<file path="src/rtl/hsl_pkg.sv">
// Shared constants and types for the HSL to RGB converter.
package hsl_pkg;

	localparam int unsigned CHANNEL_BITS_DEF = 16;
	localparam int unsigned QUEUE_DEPTH_DEF  = 4;

	// Per-request classification handed from the front part to the back part.
	typedef struct packed {
		logic gray;   // zero saturation, all channels take lightness
		logic neg_r;  // ramp offset below lightness (toward p)
		logic neg_g;
		logic neg_b;
	} hsl_ctrl_t;

endpackage

</file>
<file path="src/rtl/hsl_queue.sv">
// Short request queue between the front and back parts.
module hsl_queue #(
	parameter int unsigned WIDTH = 8,
	parameter int unsigned DEPTH = hsl_pkg::QUEUE_DEPTH_DEF
) (
	input  logic             clk,
	input  logic             arst_n,
	input  logic             push,
	input  logic [WIDTH-1:0] wdata,
	output logic             full,
	input  logic             pop,
	output logic [WIDTH-1:0] rdata,
	output logic             empty
);
	import hsl_pkg::*;

	localparam int unsigned PW = (DEPTH > 1) ? $clog2(DEPTH) : 1;
	localparam int unsigned CW = $clog2(DEPTH + 1);

	logic [WIDTH-1:0] mem_q [DEPTH];
	logic [PW-1:0]    wr_ptr_q;
	logic [PW-1:0]    rd_ptr_q;
	logic [CW-1:0]    count_q;
	logic             do_push;
	logic             do_pop;

	assign full    = (count_q == CW'(DEPTH));
	assign empty   = (count_q == '0);
	assign do_push = push && !full;
	assign do_pop  = pop && !empty;
	assign rdata   = mem_q[rd_ptr_q];

	always_ff @(posedge clk or negedge arst_n) begin
		if (!arst_n) begin
			wr_ptr_q <= '0;
			rd_ptr_q <= '0;
			count_q  <= '0;
		end else begin
			if (do_push) begin
				wr_ptr_q <= (wr_ptr_q == PW'(DEPTH - 1)) ? '0 : wr_ptr_q + 1'b1;
			end
			if (do_pop) begin
				rd_ptr_q <= (rd_ptr_q == PW'(DEPTH - 1)) ? '0 : rd_ptr_q + 1'b1;
			end
			if (do_push && !do_pop) begin
				count_q <= count_q + 1'b1;
			end else if (do_pop && !do_push) begin
				count_q <= count_q - 1'b1;
			end
		end
	end

	always_ff @(posedge clk) begin
		if (do_push) mem_q[wr_ptr_q] <= wdata;
	end

endmodule

</file>
<file path="config.mk">
export PLATFORM = sky130hd
export DESIGN_NAME = hsl_queue
export DESIGN_NICKNAME = d
export VERILOG_FILES = /design/src/rtl/hsl_pkg.sv /design/src/rtl/hsl_queue.sv
export SDC_FILE = /design/constraint.sdc
export NUM_CORES = 1
export LEC_CHECK = 0
export ABC_AREA = 0
export BUFFER_PORTS_ARGS = -buffer_cell sky130_fd_sc_hd__buf_4
export CORE_MARGIN = 1.5
export CORE_UTILIZATION = 55
export DETAILED_ROUTE_END_ITERATION = 12
export HOLD_SLACK_MARGIN = 0.12
export PLACE_DENSITY = 0.88
export SLEW_MARGIN = 20
export SYNTH_ARGS = -nofsm -noshare
export SYNTH_HDL_FRONTEND = slang
export SYNTH_SLANG_ARGS = --single-unit
</file>
<file path="constraint.sdc">
create_clock -name clk -period 2.4 [get_ports clk]
set_clock_uncertainty 0.1 [all_clocks]
set_input_delay 0 -clock clk [delete_from_list [all_inputs] [get_ports clk]]
set_output_delay 0 -clock clk [all_outputs]
set_load 0.05 [all_outputs]
</file>
==> metrics <==
outcome finished, final reports clean; Mean Syn Cell Area 20.5 sq um; Slew Limit Fails 0; Routed Antenna Nets 0; EDFF count, synth 32; setup TNS 0 ns; die height 57.2 um; Routed WL per cell 17.5 um; power density over the cells 1270 nW/um^2; clk sinks 39; Worst setup SP type flop; Core Rows 19; Hold Path Class input port to flop; die area 3280 sq um; Layout area overhead 23.2%; share of Yosys cell area claimed by the top area cell type 0.594; CTS tree built; Mapped Cells 79; routability cong. 0.685; Via Count 821; min cycle time layout 2.11 ns; ratio of cells with drive above 1 in the final layout 0.370; Yosys reg bits 39; Power, Total 2.53 mW; core area 2780 sq um; Main synth FF type edfxtp_1; First-pass DRT Iterations 4; Via density 5.47; Commonest cells post-synth edfxtp_1, mux4_2, dfrtp_1; Pleak 0.768 nW; Worst Setup End Kind flop; CTS Buf Count 5; Worst Path Required 2.57 ns; worst r2r path cells 8; synth unique cells 19; vias in the first global route 880; Final nets 137; gr usage total 0.191; final setup fails 0; antenna violations before repair 0; largest area contributor in the netlist edfxtp_1; Worst Path Arrival 2.28 ns; max_cap viols 0; die width 57.2 um; Initial Util 0.582; synthesized net count 98; Seq/Total Area, Yosys 0.702; Total Wirelength 2620 um; fin util 0.717; Final Hold Fails 0; worst slew pin tran 0.594 ns; period utilization 0.878; root buffer cell clkbuf_4; maximum vdd drop 0.975 mV; Ys Warns 0; IO Count 22; largest net degree at the start of global routing 12; CTS max path bufs 2; Async SR Flop Fraction 0.179; H-Tree Depth 2; 1st-iter DRT viols 20; Post-DP HPWL 1730 um; global-route wire length before repair 4350 um; GRT overflow 0; CP Max Fanout 6; port bufs 21; DR DRC count 0; worst skew pair latency 0.34 ns; worst rel slew slack 0.604; WHS 0.303 ns; Area contributors post-synth edfxtp_1, mux4_2, dfrtp_1; Setup CP Type flop to flop; most numerous cell in the Yosys netlist edfxtp_1; synthesized area 1620 sq um; Antenna Diode Count 0; RSZ-0062 raised after global routing false; Peak Freq 475 MHz; hold path cells 2; Worst-path clk slew 0.11 ns
## state kept, by name, summed over array words and instances, names as in the netlist
register,count
mem_q,32
rd_ptr_q,2
count_q,3
wr_ptr_q,2
## power breakdown
part           internal (mW)  leakage [nW]  switching, mW
sequential             0.915         0.375          0.182
combinational          0.497         0.366          0.635
clock                  0.109        0.0273          0.195
total                   1.52         0.768           1.01
## per-layer routing
metal / vias up / wire (um) / global-route usage
li1: 380 / - / -
met1: 416 / 1130 / 0.235
met2: 18 / 1340 / 0.304
met3: 7 / 111 / 0.0748
met4: 0 / 36 / 0.0797
met5: - / 0 / 0
## what timing repair did
action / in CTS / in global routing
resized for setup: 0 / 0
endpoints found under the hold margin: 52 / 0
hold buffers: 12 / 0
buffers inserted: 0 / 0
## kinds of logic (layout without fill, tap and decap cells)
kind of cell,Yosys count,after routing,synth area share
mux,13,13,0.155
flops,39,39,0.702
simple gates,12,12,0.0549
fa+ha+maj,7,7,0.0588
xor+xnor,3,3,0.0162
buf+inv,5,45,0.0124
## area by class of cell
type	instances	area [sq um]
tap	31	38.8
inverter	3	11.3
timing repair buffer	34	285
fill	174	788
clock inverter	2	7.51
clock buffer	6	41.3
sequential	39	1140
multi-input combinational	35	473
## placed cells by master (no fill, tap or decap), types with 2 or more instances in the layout
cell type / n
mux2_4: 4
clkinv_1: 2
xor2_1: 2
dlygate4sd3_1: 12
nor2_1: 4
edfxtp_1: 32
mux4_2: 8
and2_1: 3
inv_1: 3
dfrtp_1: 7
buf_4: 22
ha_1: 6
clkbuf_4: 5
## per-stage QoR
stage	cells	area [sq um]	setup slack, ns
finish	150	1990	0.293
global route	150	1990	0.123
floorplan	79	1630	0.0373
detailed placement	130	1820	0.303
CTS	150	1990	0.272
global placement	130	1820	0.351
## final timing paths
kind                            start     endpoint  slack, ns
setup / recovery           count_q[2]   count_q[2]       0.29
hold / removal               wdata[0]  mem_q[1][0]       0.30
setup reg to reg           count_q[2]   count_q[2]       0.29
hold reg to reg            count_q[2]   count_q[2]       0.49
max in group asynchronous      arst_n   count_q[0]       1.40
min in group asynchronous      arst_n   count_q[2]       0.55
## critical path, stage by stage (launching register included)
cell     delay, ns
dfrtp_1       0.46
nor3b_4       0.20
nor2b_4       0.21
ha_1          0.22
inv_1         0.06
fa_1          0.38
xor2_1        0.15
nor2_1        0.11
xor2_1        0.15
No activity file was read; power rests on OpenSTA's default activity.
