### src/rtl/hsl_pkg.sv
// Shared constants and types for the HSL to RGB converter.
package hsl_pkg;

	localparam int unsigned CHANNEL_BITS_DEF = 16;
	localparam int unsigned QUEUE_DEPTH_DEF  = 4;

	// Per-request classification handed from the front part to the back part.
	typedef struct packed {
		logic gray;   // zero saturation, all channels take lightness
		logic neg_r;  // ramp offset below lightness (toward p)
		logic neg_g;
		logic neg_b;
	} hsl_ctrl_t;

endpackage

### src/rtl/hsl_front.sv
// Front part: request intake, hue wrap and ramp segment classification.
module hsl_front #(
	parameter int unsigned CHANNEL_BITS = hsl_pkg::CHANNEL_BITS_DEF
) (
	input  logic                    clk,
	input  logic                    arst_n,
	input  logic                    start,
	input  logic [CHANNEL_BITS-1:0] hue,
	input  logic [CHANNEL_BITS-1:0] saturation,
	input  logic [CHANNEL_BITS-1:0] lightness,
	output logic                    busy,
	input  logic                    q_full,
	output logic                    push,
	output logic [CHANNEL_BITS-1:0] l_out,
	output logic [CHANNEL_BITS-1:0] s_out,
	output logic [CHANNEL_BITS-2:0] a_out,
	output logic [CHANNEL_BITS-1:0] y_r,
	output logic [CHANNEL_BITS-1:0] y_g,
	output logic [CHANNEL_BITS-1:0] y_b,
	output hsl_pkg::hsl_ctrl_t      ctrl
);
	import hsl_pkg::*;

	localparam int unsigned N = CHANNEL_BITS;
	// Full scale M and its multiples, in ramp units of 1/(3M) turn
	localparam logic [N+1:0] M1   = {2'b00, {N{1'b1}}};
	localparam logic [N+1:0] M2   = {1'b0, {N{1'b1}}, 1'b0};
	localparam logic [N+1:0] M3   = M1 + M2;
	localparam logic [N+1:0] HALF = (N+2)'(1) << (N-1);
	localparam logic [N+3:0] M1W  = {2'b00, M1};
	localparam logic [N+3:0] M7W  = (M1W << 3) - M1W;

	// Returns {neg, |x|} for ramp position t in 0..3M.
	function automatic logic [N:0] ramp(input logic [N+1:0] t);
		logic [N+3:0] t4;
		logic [N+3:0] d;
		logic         neg;
		t4 = {t, 2'b00};
		if (t < HALF) begin
			// rising edge
			if (t4 < M1W) begin
				neg = 1'b1;
				d   = M1W - t4;
			end else begin
				neg = 1'b0;
				d   = t4 - M1W;
			end
		end else if ({t, 1'b0} < {1'b0, M3}) begin
			neg = 1'b0;
			d   = M1W;
		end else if (t < M2) begin
			// falling edge
			if (t4 > M7W) begin
				neg = 1'b1;
				d   = t4 - M7W;
			end else begin
				neg = 1'b0;
				d   = M7W - t4;
			end
		end else begin
			neg = 1'b1;
			d   = M1W;
		end
		return {neg, d[N-1:0]};
	endfunction

	logic [N+1:0] h3;
	logic [N+1:0] tr;
	logic [N+1:0] tb;
	logic         en1;
	logic         en2;
	logic         accept;

	logic         valid_s1;
	logic [N-1:0] l_s1;
	logic [N-1:0] s_s1;
	logic [N-2:0] a_s1;
	logic [N+1:0] tr_s1;
	logic [N+1:0] tg_s1;
	logic [N+1:0] tb_s1;

	logic         valid_s2;
	logic [N-1:0] l_s2;
	logic [N-1:0] s_s2;
	logic [N-2:0] a_s2;
	logic [N:0]   rr_s2;
	logic [N:0]   rg_s2;
	logic [N:0]   rb_s2;
	logic         gray_s2;

	assign en2    = !valid_s2 || !q_full;
	assign en1    = !valid_s1 || en2;
	assign busy   = !en1;
	assign accept = start && en1;

	// 3h, then red at +1/3 turn and blue at -1/3 turn, wrapped into 0..3M
	assign h3 = {2'b00, hue} + {1'b0, hue, 1'b0};
	assign tr = (h3 > M2) ? (h3 - M2) : (h3 + M1);
	assign tb = (h3 < M1) ? (h3 + M2) : (h3 - M1);

	always_ff @(posedge clk or negedge arst_n) begin
		if (!arst_n) begin
			valid_s1 <= 1'b0;
			valid_s2 <= 1'b0;
		end else begin
			if (en1) valid_s1 <= accept;
			if (en2) valid_s2 <= valid_s1;
		end
	end

	always_ff @(posedge clk) begin
		if (accept) begin
			l_s1  <= lightness;
			s_s1  <= saturation;
			// distance of lightness from the nearer end of the scale
			a_s1  <= lightness[N-1] ? ~lightness[N-2:0] : lightness[N-2:0];
			tr_s1 <= tr;
			tg_s1 <= h3;
			tb_s1 <= tb;
		end
		if (en2 && valid_s1) begin
			l_s2    <= l_s1;
			s_s2    <= s_s1;
			a_s2    <= a_s1;
			rr_s2   <= ramp(tr_s1);
			rg_s2   <= ramp(tg_s1);
			rb_s2   <= ramp(tb_s1);
			gray_s2 <= (s_s1 == '0);
		end
	end

	assign push       = valid_s2;
	assign l_out      = l_s2;
	assign s_out      = s_s2;
	assign a_out      = a_s2;
	assign y_r        = rr_s2[N-1:0];
	assign y_g        = rg_s2[N-1:0];
	assign y_b        = rb_s2[N-1:0];
	assign ctrl.gray  = gray_s2;
	assign ctrl.neg_r = rr_s2[N];
	assign ctrl.neg_g = rg_s2[N];
	assign ctrl.neg_b = rb_s2[N];

endmodule

### config.mk
export PLATFORM = sky130hd
export DESIGN_NAME = hsl_front
export DESIGN_NICKNAME = d
export VERILOG_FILES = /design/src/rtl/hsl_pkg.sv /design/src/rtl/hsl_front.sv
export SDC_FILE = /design/constraint.sdc
export NUM_CORES = 1
export LEC_CHECK = 0
export BUFFER_PORTS_ARGS = -buffer_cell sky130_fd_sc_hd__buf_2
export CORE_MARGIN = 4
export CORE_UTILIZATION = 48
export CTS_CLUSTER_SIZE = 10
export DETAILED_ROUTE_END_ITERATION = 16
export PLACE_DENSITY = 0.69
export SLEW_MARGIN = 10
export SYNTH_ARGS = -nofsm -noshare
export SYNTH_HDL_FRONTEND = slang
export SYNTH_SLANG_ARGS = --single-unit
### constraint.sdc
create_clock -name clk -period 9.4 [get_ports clk]
set_input_delay 0.94 -clock clk [delete_from_list [all_inputs] [get_ports clk]]
set_output_delay 0.94 -clock clk [all_outputs]
set_load 0.01 [all_outputs]
==> results.json <==
{
  "max_cap_viol_count": 0,
  "row_count": 53,
  "overflow": 0,
  "syn_area_per_cell_um2": 11.82,
  "numCtsBuffers": 17,
  "num_vias": 7414,
  "p_int_mw": 1.619,
  "synth_cell_type_count": 82,
  "synth_top_area_frac": 0.5619,
  "post-route-period-util": 0.5116,
  "setup_violations": 0,
  "post_cts_buffers": 0,
  "mappedNetlistArea_mm2": 0.01053,
  "clockBufferDepth": 2,
  "root_buffer": "clkbuf_16",
  "sequentialPowerShare": 0.502,
  "cp_cell_sequence": "buf_2 > ha_1 > inv_1 > fa_1 > nand2b_1 > a21boi_1 > nor2_1 > o311ai_4 > xor2_1 > inv_2 > and3_1 > a31oi_4 > mux2i_1 > xnor2_1",
  "cts_resized": 0,
  "nets": 1106,
  "cpPeakStageDelay_ps": 680,
  "place_area_mm2": 0.01149,
  "endpoint_kind": "flop",
  "drv_slew": 0,
  "cts_tree": "built",
  "cp.arrival_ps": 4950,
  "slew_headroom": 0.2636,
  "netlist_top_cells_area": "edfxtp_1, xor2_1, xnor2_1, ha_1, a21oi_1",
  "grt_pass1_vias": 7051,
  "numClockSinks": 199,
  "drive_gt1_frac": 0.2135,
  "path_max_fanout": 17,
  "critical_path_class": "input port to flop",
  "cp_data_required_time_ps": 9540,
  "cp_slowest_cell": "xor2_1",
  "start_util": 0.4946,
  "pwr-share-comb": 0.189,
  "dr.pass1.iters": 5,
  "power.density_mw_per_mm2": 190.8,
  "grt_usage": 0.1821,
  "wire_per_inst_um": 17.07,
  "synth_warnings": 0,
  "gp_congestion": 0.9052,
  "drtIter0Drc": 505,
  "ys_seq_elements": 199,
  "ir_worst_vdd_uv": 114.3,
  "status": "finished clean",
  "dieArea_mm2": 0.02437,
  "rsz0062_at_grt": "false",
  "antenna_found_initial": 0,
  "synth_top_cell_by_area": "edfxtp_1",
  "clkTransAtPathRegs_ps": 80,
  "report.final.hold_viol_count": 0,
  "synth_edf_count": 197,
  "hold_ws_ps": 287.5,
  "tightest_slew_ps": 1105,
  "syn2layout_area_growth_pct": 15.02,
  "coreArea_mm2": 0.02129,
  "die_y_um": 156.1,
  "via_per_inst": 5.638,
  "synth_ff_type": "edfxtp_1",
  "cts-hold-fix-buffers": 0,
  "p_total_mw": 2.311,
  "async_reset_ff_frac": 0.01005,
  "fp.dieW_um": 156.1,
  "detail-route-antenna-nets": 0,
  "ys_seq_area_frac": 0.5667,
  "htreeDepth": 4,
  "ioPinCount": 153,
  "finish.utilization": 0.5689,
  "grt_pass1_wl_um": 35870,
  "p_switching_mw": 0.6913,
  "final_area_mm2": 0.01211,
  "fin_skew_ps": 14.92,
  "synthesis.instances": 891,
  "drcViolationCount": 0,
  "numPortBuffers": 149,
  "switching_share": 0.2992,
  "grt_max_degree": 80,
  "hold_path_class": "input port to async pin",
  "max_freq_mhz": 207.9,
  "p_clk_frac": 0.310,
  "start_kind": "input port",
  "dp_hpwl_um": 16530,
  "tns_ps": 0,
  "finalCriticalPeriod_ps": 4809,
  "p_leak_nw": 4.442,
  "num_antenna_cells": 0,
  "detail_route.wirelength_um": 22450,
  "clock_latency_ps": 430
}
==> final timing paths <==
kind / from / end / slack (ps) / depth (start not counted)
worst max register to register: tb_s1[0] / rb_s2[4] / 6090 / 8
min in group clk: l_s1[5] / l_out[5] / 420 / 0
max in group asynchronous: arst_n / valid_s1 / 9020 / 1
worst min-delay path: arst_n / push / 290 / 1
worst max-delay path: hue[0] / tr_s1[12] / 4590 / 14
worst min register to register: l_s1[5] / l_out[5] / 420 / 0
==> layer usage <==
metal / vias to the layer above / share of wire / track usage
met4: 0 / 0.018 / 0.06281
li1: 3611 / - / -
met1: 3553 / 0.43 / 0.2408
met3: 26 / 0.064 / 0.03024
met5: - / 0 / 0
met2: 224 / 0.48 / 0.3063
==> kinds of logic (layout without fill, tap and decap cells) <==
logic type	count (synthesis)	after routing	synth area share
flops	199	199	0.5667
other cells	1	3	0.0003562
mux	25	25	0.02401
compound gates	183	183	0.1211
buf+inv	67	214	0.02888
simple gates	286	286	0.1383
fa+ha+maj	27	27	0.03280
xor+xnor	103	103	0.08783
==> final cells by class <==
class / count / area [um^2]
timing repair buffer: 154 / 783.3
tap: 275 / 344.1
multi-input combinational: 627 / 4300
sequential: 199 / 5966
fill: 1792 / 9178
inverter: 28 / 105.1
clock buffer: 17 / 425.4
clock inverter: 15 / 185.2
==> power by group through the flow <==
stage	Sequential (mW)	Clock [mW]	Combinational, mW
floorplan	1.18	0	0.301
global placement	1.17	0	0.428
detailed placement	1.18	0	0.435
CTS	1.16	0.731	0.437
global route	1.17	0.773	0.480
finish	1.16	0.716	0.436
==> synthesized netlist by cell type, types with 4 or more instances <==
cell type and n:
buf_4 5, buf_6 4, nand2b_1 9, and3_1 11, ha_1 26, o21ai_0 44, nor3b_1 5, xor2_1 57
nand2_1 55, nor2_1 77, nand3_1 34, mux2i_1 23, clkbuf_1 25, or4_1 5, xnor2_1 43, nor3_1 18
nand4_1 21, and2_1 11, a31oi_1 4, a21o_1 10, nor4_1 8, a21oi_1 60, inv_1 24, or2_2 5
and4_1 5, edfxtp_1 197, or3_1 8, inv_2 4, a221oi_1 11
==> per-stage QoR <==
| step | worst slack [ps] | std cells |
|---|---|---|
| 4_1_cts | 4599 | 1315 |
| 2_1_floorplan | 835.1 | 893 |
| 5_1_grt | 4403 | 1315 |
| 3_5_place_dp | 4179 | 1283 |
| 3_3_place_gp | 4298 | 1283 |
| 6_report | 4591 | 1315 |
==> sequential cells by signal, summed over array words and instances, names as in the netlist <==
| register | cells |
|---|---|
| a_out | 15 |
| a_s1 | 15 |
| gray_s2 | 1 |
| l_out | 16 |
| l_s1 | 16 |
| push | 1 |
| rb_s2 | 16 |
| rg_s2 | 16 |
| rr_s2 | 16 |
| s_out | 16 |
| s_s1 | 16 |
| tb_s1 | 18 |
| tg_s1 | 18 |
| tr_s1 | 18 |
| valid_s1 | 1 |
==> critical path, delay by kind of cell <==
kind,cells,cell delay (ps)
muxes,1,320
adders and majority gates,2,650
buffers and inverters,3,480
xor gates and xnor gates,2,770
and+or+nand+nor,3,570
AOI/OAI and AO/OA,3,1180
==> cells in the final DEF, fill, tap and decap left out, drive strengths merged, types with 6 or more instances in the layout <==
master	synthesis	routed
edfxtp	197	197
buf	13	154
nor2	78	78
a21oi	61	61
xor2	58	58
nand2	56	56
o21ai	48	48
xnor2	45	45
nand3	34	34
inv	28	33
ha	26	26
mux2i	23	23
nand4	21	21
nor3	20	20
clkbuf	26	17
and2	13	13
and3	11	11
a221oi	11	11
a21o	10	10
nand2b	9	9
clkinv	0	9
or3	8	8
nor4	8	8
a211oi	6	6
No activity file was read; power rests on OpenSTA's default activity.
